===== src/s256_pkg.sv =====
// Shared types, constants and round functions of the SHA-256 byte-stream hasher.
`default_nettype none

package s256_pkg;

    localparam int unsigned BlockBytes = 64;
    localparam int unsigned Rounds     = 64;

    localparam logic [7:0] PadMark  = 8'h80;
    localparam logic [5:0] LenStart = 6'd56;

    localparam logic [31:0] K_TAB [Rounds] = '{
        32'h428a2f98, 32'h71374491, 32'hb5c0fbcf, 32'he9b5dba5,
        32'h3956c25b, 32'h59f111f1, 32'h923f82a4, 32'hab1c5ed5,
        32'hd807aa98, 32'h12835b01, 32'h243185be, 32'h550c7dc3,
        32'h72be5d74, 32'h80deb1fe, 32'h9bdc06a7, 32'hc19bf174,
        32'he49b69c1, 32'hefbe4786, 32'h0fc19dc6, 32'h240ca1cc,
        32'h2de92c6f, 32'h4a7484aa, 32'h5cb0a9dc, 32'h76f988da,
        32'h983e5152, 32'ha831c66d, 32'hb00327c8, 32'hbf597fc7,
        32'hc6e00bf3, 32'hd5a79147, 32'h06ca6351, 32'h14292967,
        32'h27b70a85, 32'h2e1b2138, 32'h4d2c6dfc, 32'h53380d13,
        32'h650a7354, 32'h766a0abb, 32'h81c2c92e, 32'h92722c85,
        32'ha2bfe8a1, 32'ha81a664b, 32'hc24b8b70, 32'hc76c51a3,
        32'hd192e819, 32'hd6990624, 32'hf40e3585, 32'h106aa070,
        32'h19a4c116, 32'h1e376c08, 32'h2748774c, 32'h34b0bcb5,
        32'h391c0cb3, 32'h4ed8aa4a, 32'h5b9cca4f, 32'h682e6ff3,
        32'h748f82ee, 32'h78a5636f, 32'h84c87814, 32'h8cc70208,
        32'h90befffa, 32'ha4506ceb, 32'hbef9a3f7, 32'hc67178f2
    };

    localparam logic [31:0] IV_TAB [8] = '{
        32'h6a09e667, 32'hbb67ae85, 32'h3c6ef372, 32'ha54ff53a,
        32'h510e527f, 32'h9b05688c, 32'h1f83d9ab, 32'h5be0cd19
    };

    typedef enum logic [4:0] {
        ST_IDLE = 5'b00001,
        ST_COMP = 5'b00010,
        ST_FIN  = 5'b00100,
        ST_PAD  = 5'b01000,
        ST_OUT  = 5'b10000
    } t_state;

    typedef enum logic [1:0] {
        BS_DATA = 2'd0,
        BS_MARK = 2'd1,
        BS_ZERO = 2'd2,
        BS_LEN  = 2'd3
    } t_bsel;

    typedef struct packed {
        logic        shift;
        t_bsel       bsel;
        logic [2:0]  len_idx;
        logic        add_bits;
        logic        clr_bits;
        logic        start;
        logic        round;
        logic [5:0]  rnd;
        logic        fin;
        logic        load_iv;
        logic [2:0]  out_idx;
    } t_cmd;

    function automatic logic [31:0] ror(input logic [31:0] x, input int unsigned n);
        return (x >> n) | (x << (32 - n));
    endfunction

    function automatic logic [31:0] big_sig0(input logic [31:0] x);
        return ror(x, 2) ^ ror(x, 13) ^ ror(x, 22);
    endfunction

    function automatic logic [31:0] big_sig1(input logic [31:0] x);
        return ror(x, 6) ^ ror(x, 11) ^ ror(x, 25);
    endfunction

    function automatic logic [31:0] sml_sig0(input logic [31:0] x);
        return ror(x, 7) ^ ror(x, 18) ^ (x >> 3);
    endfunction

    function automatic logic [31:0] sml_sig1(input logic [31:0] x);
        return ror(x, 17) ^ ror(x, 19) ^ (x >> 10);
    endfunction

endpackage

`default_nettype wire


===== src/sha256_byte_stream_hasher_unit.sv =====
// Top level of the SHA-256 byte-stream hasher: controller, datapath and checks.
//
//  channel | direction | handshake                 | payload
//  input   | in        | i_in_valid / o_in_ready   | i_data_byte, i_has_byte, i_end_of_message
//  output  | out       | o_out_valid / i_out_ready | o_digest_word, o_word_index, o_last_word
//
// An item that neither completes a 64-byte block nor ends the message leaves the block idle.
// A byte that completes a block holds off input while the block is compressed: one round a
// cycle through the single round unit, then a fold of the result into the chaining value.
// An end-of-message item starts padding with a mark byte, zero bytes and the 64-bit length,
// adding a second padded block when more than 55 bytes are pending; then eight digest words.
// Reset is synchronous and restores the initial chaining value; no clearing pass.
// Input is taken only while idle; a stalled output holds its word until taken.
`default_nettype none

module sha256_byte_stream_hasher_unit (
    input  wire logic        i_clk,
    input  wire logic        i_rst_n,
    input  wire logic        i_in_valid,
    output logic             o_in_ready,
    input  wire logic [7:0]  i_data_byte,
    input  wire logic        i_has_byte,
    input  wire logic        i_end_of_message,
    output logic             o_out_valid,
    input  wire logic        i_out_ready,
    output logic [31:0]      o_digest_word,
    output logic [2:0]       o_word_index,
    output logic             o_last_word
);
    import s256_pkg::*;

    t_cmd cmd;

    s256_ctrl u_ctrl (
        .i_clk            (i_clk),
        .i_rst_n          (i_rst_n),
        .i_in_valid       (i_in_valid),
        .o_in_ready       (o_in_ready),
        .i_has_byte       (i_has_byte),
        .i_end_of_message (i_end_of_message),
        .o_out_valid      (o_out_valid),
        .i_out_ready      (i_out_ready),
        .o_word_index     (o_word_index),
        .o_last_word      (o_last_word),
        .o_cmd            (cmd)
    );

    s256_dp u_dp (
        .i_clk       (i_clk),
        .i_rst_n     (i_rst_n),
        .i_cmd       (cmd),
        .i_data_byte (i_data_byte),
        .o_word      (o_digest_word)
    );

    // Input is never taken while a digest is being delivered.
    a_no_overlap: assert property (@(posedge i_clk) disable iff (!i_rst_n)
        !(o_in_ready && o_out_valid))
        else $error("input ready while digest words are pending");

    // Digest words follow one another in index order with no gap.
    a_word_order: assert property (@(posedge i_clk) disable iff (!i_rst_n)
        (o_out_valid && i_out_ready && !o_last_word) |=>
        (o_out_valid && (o_word_index == $past(o_word_index) + 3'd1)))
        else $error("digest word sequence broken");

    // Once the last word is taken the block is ready for the next message.
    a_back_idle: assert property (@(posedge i_clk) disable iff (!i_rst_n)
        (o_out_valid && i_out_ready && o_last_word) |=> (o_in_ready && !o_out_valid))
        else $error("block not idle after the final digest word");

endmodule

`default_nettype wire


===== src/s256_ctrl.sv =====
// Controller state machine: byte collection, padding sequence, rounds and digest output.
`default_nettype none

module s256_ctrl (
    input  wire logic          i_clk,
    input  wire logic          i_rst_n,
    input  wire logic          i_in_valid,
    output logic               o_in_ready,
    input  wire logic          i_has_byte,
    input  wire logic          i_end_of_message,
    output logic               o_out_valid,
    input  wire logic          i_out_ready,
    output logic [2:0]         o_word_index,
    output logic               o_last_word,
    output s256_pkg::t_cmd     o_cmd
);
    import s256_pkg::*;

    t_state     r_state, n_state;
    logic [5:0] r_fill, n_fill;
    logic [5:0] r_rnd, n_rnd;
    logic [2:0] r_oidx, n_oidx;
    logic       r_pend, n_pend;
    logic       r_mark, n_mark;
    logic       r_len, n_len;
    logic       in_acc;

    assign o_in_ready   = (r_state == ST_IDLE);
    assign o_out_valid  = (r_state == ST_OUT);
    assign o_word_index = r_oidx;
    assign o_last_word  = (r_oidx == 3'd7);
    assign in_acc       = i_in_valid && o_in_ready;

    always_comb begin
        n_state = r_state;
        n_fill  = r_fill;
        n_rnd   = r_rnd;
        n_oidx  = r_oidx;
        n_pend  = r_pend;
        n_mark  = r_mark;
        n_len   = r_len;

        o_cmd          = '0;
        o_cmd.bsel     = BS_DATA;
        o_cmd.len_idx  = r_fill[2:0];
        o_cmd.rnd      = r_rnd;
        o_cmd.out_idx  = r_oidx;

        case (r_state)
            ST_IDLE: begin
                if (in_acc) begin
                    n_pend = i_end_of_message;
                    if (i_has_byte) begin
                        o_cmd.shift    = 1'b1;
                        o_cmd.add_bits = 1'b1;
                        n_fill         = r_fill + 6'd1;
                    end
                    // A byte that completes the block is compressed before any padding.
                    if (i_has_byte && (r_fill == 6'd63)) begin
                        o_cmd.start = 1'b1;
                        n_rnd       = '0;
                        n_state     = ST_COMP;
                    end else if (i_end_of_message) begin
                        n_state = ST_PAD;
                    end
                end
            end
            ST_PAD: begin
                o_cmd.shift = 1'b1;
                if (!r_mark) begin
                    o_cmd.bsel = BS_MARK;
                    n_mark     = 1'b1;
                end else if (r_len || (r_fill == LenStart)) begin
                    o_cmd.bsel = BS_LEN;
                    n_len      = 1'b1;
                end else begin
                    o_cmd.bsel = BS_ZERO;
                end
                n_fill = r_fill + 6'd1;
                if (r_fill == 6'd63) begin
                    o_cmd.start = 1'b1;
                    n_rnd       = '0;
                    n_state     = ST_COMP;
                end
            end
            ST_COMP: begin
                o_cmd.round = 1'b1;
                n_rnd       = r_rnd + 6'd1;
                if (r_rnd == 6'd63) begin
                    n_state = ST_FIN;
                end
            end
            ST_FIN: begin
                o_cmd.fin = 1'b1;
                if (r_len) begin
                    n_state = ST_OUT;
                end else if (r_pend) begin
                    n_state = ST_PAD;
                end else begin
                    n_state = ST_IDLE;
                end
            end
            ST_OUT: begin
                if (i_out_ready) begin
                    if (r_oidx == 3'd7) begin
                        o_cmd.load_iv  = 1'b1;
                        o_cmd.clr_bits = 1'b1;
                        n_oidx         = '0;
                        n_pend         = 1'b0;
                        n_mark         = 1'b0;
                        n_len          = 1'b0;
                        n_state        = ST_IDLE;
                    end else begin
                        n_oidx = r_oidx + 3'd1;
                    end
                end
            end
            default: begin
                n_state = ST_IDLE;
            end
        endcase
    end

    always_ff @(posedge i_clk) begin
        if (!i_rst_n) begin
            r_state <= ST_IDLE;
            r_fill  <= '0;
            r_rnd   <= '0;
            r_oidx  <= '0;
            r_pend  <= 1'b0;
            r_mark  <= 1'b0;
            r_len   <= 1'b0;
        end else begin
            r_state <= n_state;
            r_fill  <= n_fill;
            r_rnd   <= n_rnd;
            r_oidx  <= n_oidx;
            r_pend  <= n_pend;
            r_mark  <= n_mark;
            r_len   <= n_len;
        end
    end

endmodule

`default_nettype wire


===== src/s256_dp.sv =====
// Datapath: block shift register with message schedule, round registers and chaining value.
`default_nettype none

module s256_dp (
    input  wire logic          i_clk,
    input  wire logic          i_rst_n,
    input  wire s256_pkg::t_cmd i_cmd,
    input  wire logic [7:0]    i_data_byte,
    output logic [31:0]        o_word
);
    import s256_pkg::*;

    logic [511:0] r_blk;
    logic [31:0]  r_v  [8];
    logic [31:0]  r_hv [8];
    logic [63:0]  r_bits;

    logic [7:0]   fill_byte;
    logic [63:0]  len_shift;
    logic [31:0]  w0, w1, w9, w14, w_new;
    logic [31:0]  t1, t2, ch, maj;

    // Length bytes go out most significant first; the byte index counts from there.
    assign len_shift = r_bits >> {~i_cmd.len_idx, 3'b000};

    always_comb begin
        case (i_cmd.bsel)
            BS_DATA: fill_byte = i_data_byte;
            BS_MARK: fill_byte = PadMark;
            BS_ZERO: fill_byte = 8'h00;
            BS_LEN:  fill_byte = len_shift[7:0];
            default: fill_byte = 8'h00;
        endcase
    end

    // The window's oldest word sits at the top; each round retires it and appends a new one.
    assign w0    = r_blk[511:480];
    assign w1    = r_blk[479:448];
    assign w9    = r_blk[223:192];
    assign w14   = r_blk[63:32];
    assign w_new = w0 + sml_sig0(w1) + w9 + sml_sig1(w14);

    assign ch  = (r_v[4] & r_v[5]) ^ (~r_v[4] & r_v[6]);
    assign maj = (r_v[0] & r_v[1]) ^ (r_v[0] & r_v[2]) ^ (r_v[1] & r_v[2]);
    assign t1  = r_v[7] + big_sig1(r_v[4]) + ch + K_TAB[i_cmd.rnd] + w0;
    assign t2  = big_sig0(r_v[0]) + maj;

    assign o_word = r_hv[i_cmd.out_idx];

    always_ff @(posedge i_clk) begin
        if (i_cmd.shift) begin
            r_blk <= {r_blk[503:0], fill_byte};
        end else if (i_cmd.round) begin
            r_blk <= {r_blk[479:0], w_new};
        end
    end

    always_ff @(posedge i_clk) begin
        if (i_cmd.start) begin
            r_v <= r_hv;
        end else if (i_cmd.round) begin
            r_v[7] <= r_v[6];
            r_v[6] <= r_v[5];
            r_v[5] <= r_v[4];
            r_v[4] <= r_v[3] + t1;
            r_v[3] <= r_v[2];
            r_v[2] <= r_v[1];
            r_v[1] <= r_v[0];
            r_v[0] <= t1 + t2;
        end
    end

    always_ff @(posedge i_clk) begin
        if (!i_rst_n) begin
            r_hv   <= IV_TAB;
            r_bits <= '0;
        end else begin
            if (i_cmd.load_iv) begin
                r_hv <= IV_TAB;
            end else if (i_cmd.fin) begin
                for (int i = 0; i < 8; i++) begin
                    r_hv[i] <= r_hv[i] + r_v[i];
                end
            end
            if (i_cmd.clr_bits) begin
                r_bits <= '0;
            end else if (i_cmd.add_bits) begin
                r_bits <= r_bits + 64'd8;
            end
        end
    end

endmodule

`default_nettype wire

===== config.mk =====
export PLATFORM = sky130hd
export DESIGN_NAME = sha256_byte_stream_hasher_unit
export DESIGN_NICKNAME = d
export VERILOG_FILES = /design/src/s256_pkg.sv /design/src/sha256_byte_stream_hasher_unit.sv /design/src/s256_ctrl.sv /design/src/s256_dp.sv
export SDC_FILE = /design/constraint.sdc
export NUM_CORES = 2
export LEC_CHECK = 0
export BUFFER_PORTS_ARGS = -buffer_cell sky130_fd_sc_hd__buf_2
export CAP_MARGIN = 20
export CELL_PAD_IN_SITES_DETAIL_PLACEMENT = 1
export CELL_PAD_IN_SITES_GLOBAL_PLACEMENT = 2
export CORE_AREA = 2 2 410 412
export CTS_BUF_LIST = sky130_fd_sc_hd__clkbuf_16
export DETAILED_ROUTE_END_ITERATION = 8
export DIE_AREA = 0 0 412 414
export GPL_TIMING_DRIVEN = 1
export PLACE_DENSITY_LB_ADDON = 0.1
export SLEW_MARGIN = 20
export SYNTH_ARGS = -nofsm -noshare
export SYNTH_HDL_FRONTEND = slang
export SYNTH_SLANG_ARGS = --single-unit

===== constraint.sdc =====
create_clock -name i_clk -period 37.5 [get_ports i_clk]
set_input_delay 5.625 -clock i_clk [delete_from_list [all_inputs] [get_ports i_clk]]
set_output_delay 5.625 -clock i_clk [all_outputs]
set_load 0.02 [all_outputs]

==> results.cfg <==
[global_route]
grt_usage = 0.3047
grt_pass1_vias = 61176
globalRouteOverflowTotal = 0
antenna_found_initial = 4
grt_max_degree = 229
grt_pass1_wl_um = 395200

[die]
design.die.area_mm2 = 0.1706
core.rowCount = 150
ios = 52
die-height_um = 414
die_w_um = 412
core_mm2 = 0.1663
start_util = 0.4473

[logic_synthesis]
synth_mux_area_frac = 0.03602
synthTopCellsByCount = nand2_1 (2510), edfxtp_1 (768), a21oi_1 (496)
syn_inst = 8350
synth_nets = 8956
yosysSeqAreaShare = 0.4016
synth_top_area_share = 0.3101
synth-simple-area-share = 0.1893
avgSynthCellArea_um2 = 8.907
ys_types = 106
synth-edff-count = 768
synth_warnings = 0
synth_xor_area_frac = 0.07320
synthAdderAreaFrac = 0.1197
synth_compound_area_frac = 0.1386
async_reset_ff_frac = 0
synth.ff_latch_count = 1108
yosys-top-cells-area = edfxtp_1 (31%), nand2_1 (13%), dfxtp_1 (9.2%)
synth_area_mm2 = 0.07437
yosysMostFrequentCell = nand2_1
synthFlopType = edfxtp_1
synth.largest_area_cell = edfxtp_1
synth_top_family_by_area = simple AND/OR/NAND/NOR gates

[cts]
ctsRootBufferMaster = clkbuf_16
clock_path_buffers = 3
cts_buffers = 139
clk_pin_slew_worst_paths_ns = 0.06
cts_setup_buffers = 0
clkLatencyLatePin_ns = 0.81
cts_htree_levels = 4
clock_sinks = 1108
cts_hold_buf = 0
cts_tree = done
cts_resized = 0

[finish]
multi_input_area_mm2 = 0.04147
fillerInstances = 19208
area_growth_pct = 8.524
ff_latch_area_mm2 = 0.02988
insertedDiodeCount = 0
drive_above_1_share = 0.06231
nets = 8744

[setup_path]
crit_path_end_kind = flip-flop
slowest_stage = buf_4
start_kind = flip-flop
arrival_ns = 11.11
cp.required_ns = 38.00
criticalPathCategory = flip-flop to flip-flop
path_max_fanout = 88
critical_path.max_stage_delay_ns = 0.75
crit_path_frequent_cell = inv_1

[timing]
tightest_slew_ns = 1.402
finalClockSkew_ns = 0.03291
slew-limit-headroom = 0.06521
min_period_over_period = 0.2827
fin_ws_ns = 26.90
setup_viol = 0
grt_setup_unrepaired = no
setup_tns_ns = 0
hold_viol_final = 0
slew_viol_final = 0
fin_crit_ns = 10.60
max_freq_mhz = 94.31

[placement]
gp_congestion = 0.9482
post-place-ws_ns = 27.02
dp_hpwl_um = 193200
port-buffer-count = 51

[drt]
vias = 60785
ant_nets = 0
viasPerCell = 5.815
first_pass_iters = 5
wl_um = 262800
wire_per_inst_um = 25.14
first_iter_violations = 5491
drcViolationCount = 0

[power_and_ir_drop]
power.density_mw_per_mm2 = 90.09
ir_drop_mv = 0.1050
p_leak_nw = 33.43

[flow_run]
cap_violations = 0

[outcome]
run_status = finished, final reports clean

[hold_path]
hold_path.class = flip-flop to flip-flop
==> logic make-up (layout without fill, tap and decap cells) <==
group | after synthesis | in the layout
AO/OA/AOI/OAI | 1649 | 1649
XOR/XNOR | 620 | 620
adder cells (fa/ha/maj) | 595 | 595
buffers and inverters | 820 | 719
flip-flops | 1108 | 1108
multiplexers | 158 | 158
AND/OR/NAND/NOR | 3400 | 3400
==> where the power goes <==
part,total [mW],internal [mW],switching [mW]
clock network,1.32,0.753,0.567
logic,3.95,1.48,2.46
registers,2.00,1.78,0.221
==> state kept, by name, indices dropped and copies added, names as in the netlist <==
signal and cells:
u_ctrl.o_word_index 3, u_ctrl.r_fill 6, u_ctrl.r_len 1, u_ctrl.r_mark 1
u_ctrl.r_pend 1, u_ctrl.r_rnd 6, u_ctrl.r_state 5, u_dp.r_bits 61
u_dp.r_blk 512, u_dp.r_hv 256, u_dp.r_v 256
==> cell usage in the layout, fill, tap and decap left out, types with 63 or more instances in the layout <==
master,synthesis,routed
a21o_1,164,164
a21oi_1,496,496
buf_4,3,72
clkbuf_16,0,141
dfxtp_1,340,334
edfxtp_1,768,768
fa_1,195,195
ha_1,397,397
inv_1,334,374
mux4_2,82,82
nand2_1,2510,2504
nand2b_1,70,70
nand3_1,114,114
nor2_1,333,332
nor3_1,80,80
o211ai_1,105,105
o21a_1,63,63
o21ai_0,369,369
xnor2_1,401,401
xor2_1,218,218
==> final cells by class <==
cell class,count,share of cell area
multi-input combinational,6422,0.5138
timing repair buffer,130,0.01169
tap,2204,0.03417
clock buffer,141,0.04371
sequential,1108,0.3702
inverter,337,0.01567
clock inverter,111,0.01068
==> stage by stage <==
step	hold slack (ns)	instance area, um2	util	power, mW	std cells
6_report	0.4941	80710	0.4854	7.272	10453
5_1_grt	0.5184	80710	0.4854	7.787	10453
4_1_cts	0.4983	80690	0.4852	7.256	10452
3_5_place_dp	0.4853	76300	0.4588	5.891	10200
3_3_place_gp	0.4738	76300	0.4588	5.825	10200
2_1_floorplan	0.4530	74370	-	4.725	8350
==> worst max-delay path, delay by kind of cell, from the launching register on <==
family | cells | cell delay [ns]
xor gates and xnor gates | 2 | 0.47
DFF | 1 | 0.64
and+or+nand+nor | 6 | 0.86
adders and majority gates | 7 | 2.93
buffers and inverters | 7 | 1.17
AOI/OAI and AO/OA | 16 | 4.18
==> routing by layer <==
metal / share of wire / vias up / GRT usage
met1: 0.48 / 30735 / 0.4604
met2: 0.43 / 1509 / 0.4473
met4: 0.021 / 2 / 0.06705
met3: 0.067 / 284 / 0.06047
met5: 0.000049 / - / 0
li1: - / 28255 / -
==> worst paths after layout <==
path                                startpoint                     endpoint  slack, ns  cells past startpoint
setup / recovery  u_ctrl.r_rnd[2]$_SDFFE_PN0P_      u_dp.r_v[254]$_DFFE_PP_      26.90                     38
hold / removal     u_dp.r_hv[106]$_SDFFE_PP0N_  u_dp.r_hv[106]$_SDFFE_PP0N_       0.49                      2
setup reg to reg  u_ctrl.r_rnd[2]$_SDFFE_PN0P_      u_dp.r_v[254]$_DFFE_PP_      26.90                     38
hold reg to reg    u_dp.r_hv[106]$_SDFFE_PP0N_  u_dp.r_hv[106]$_SDFFE_PP0N_       0.49                      2
Note: power is estimated with default switching activity, not from simulation.
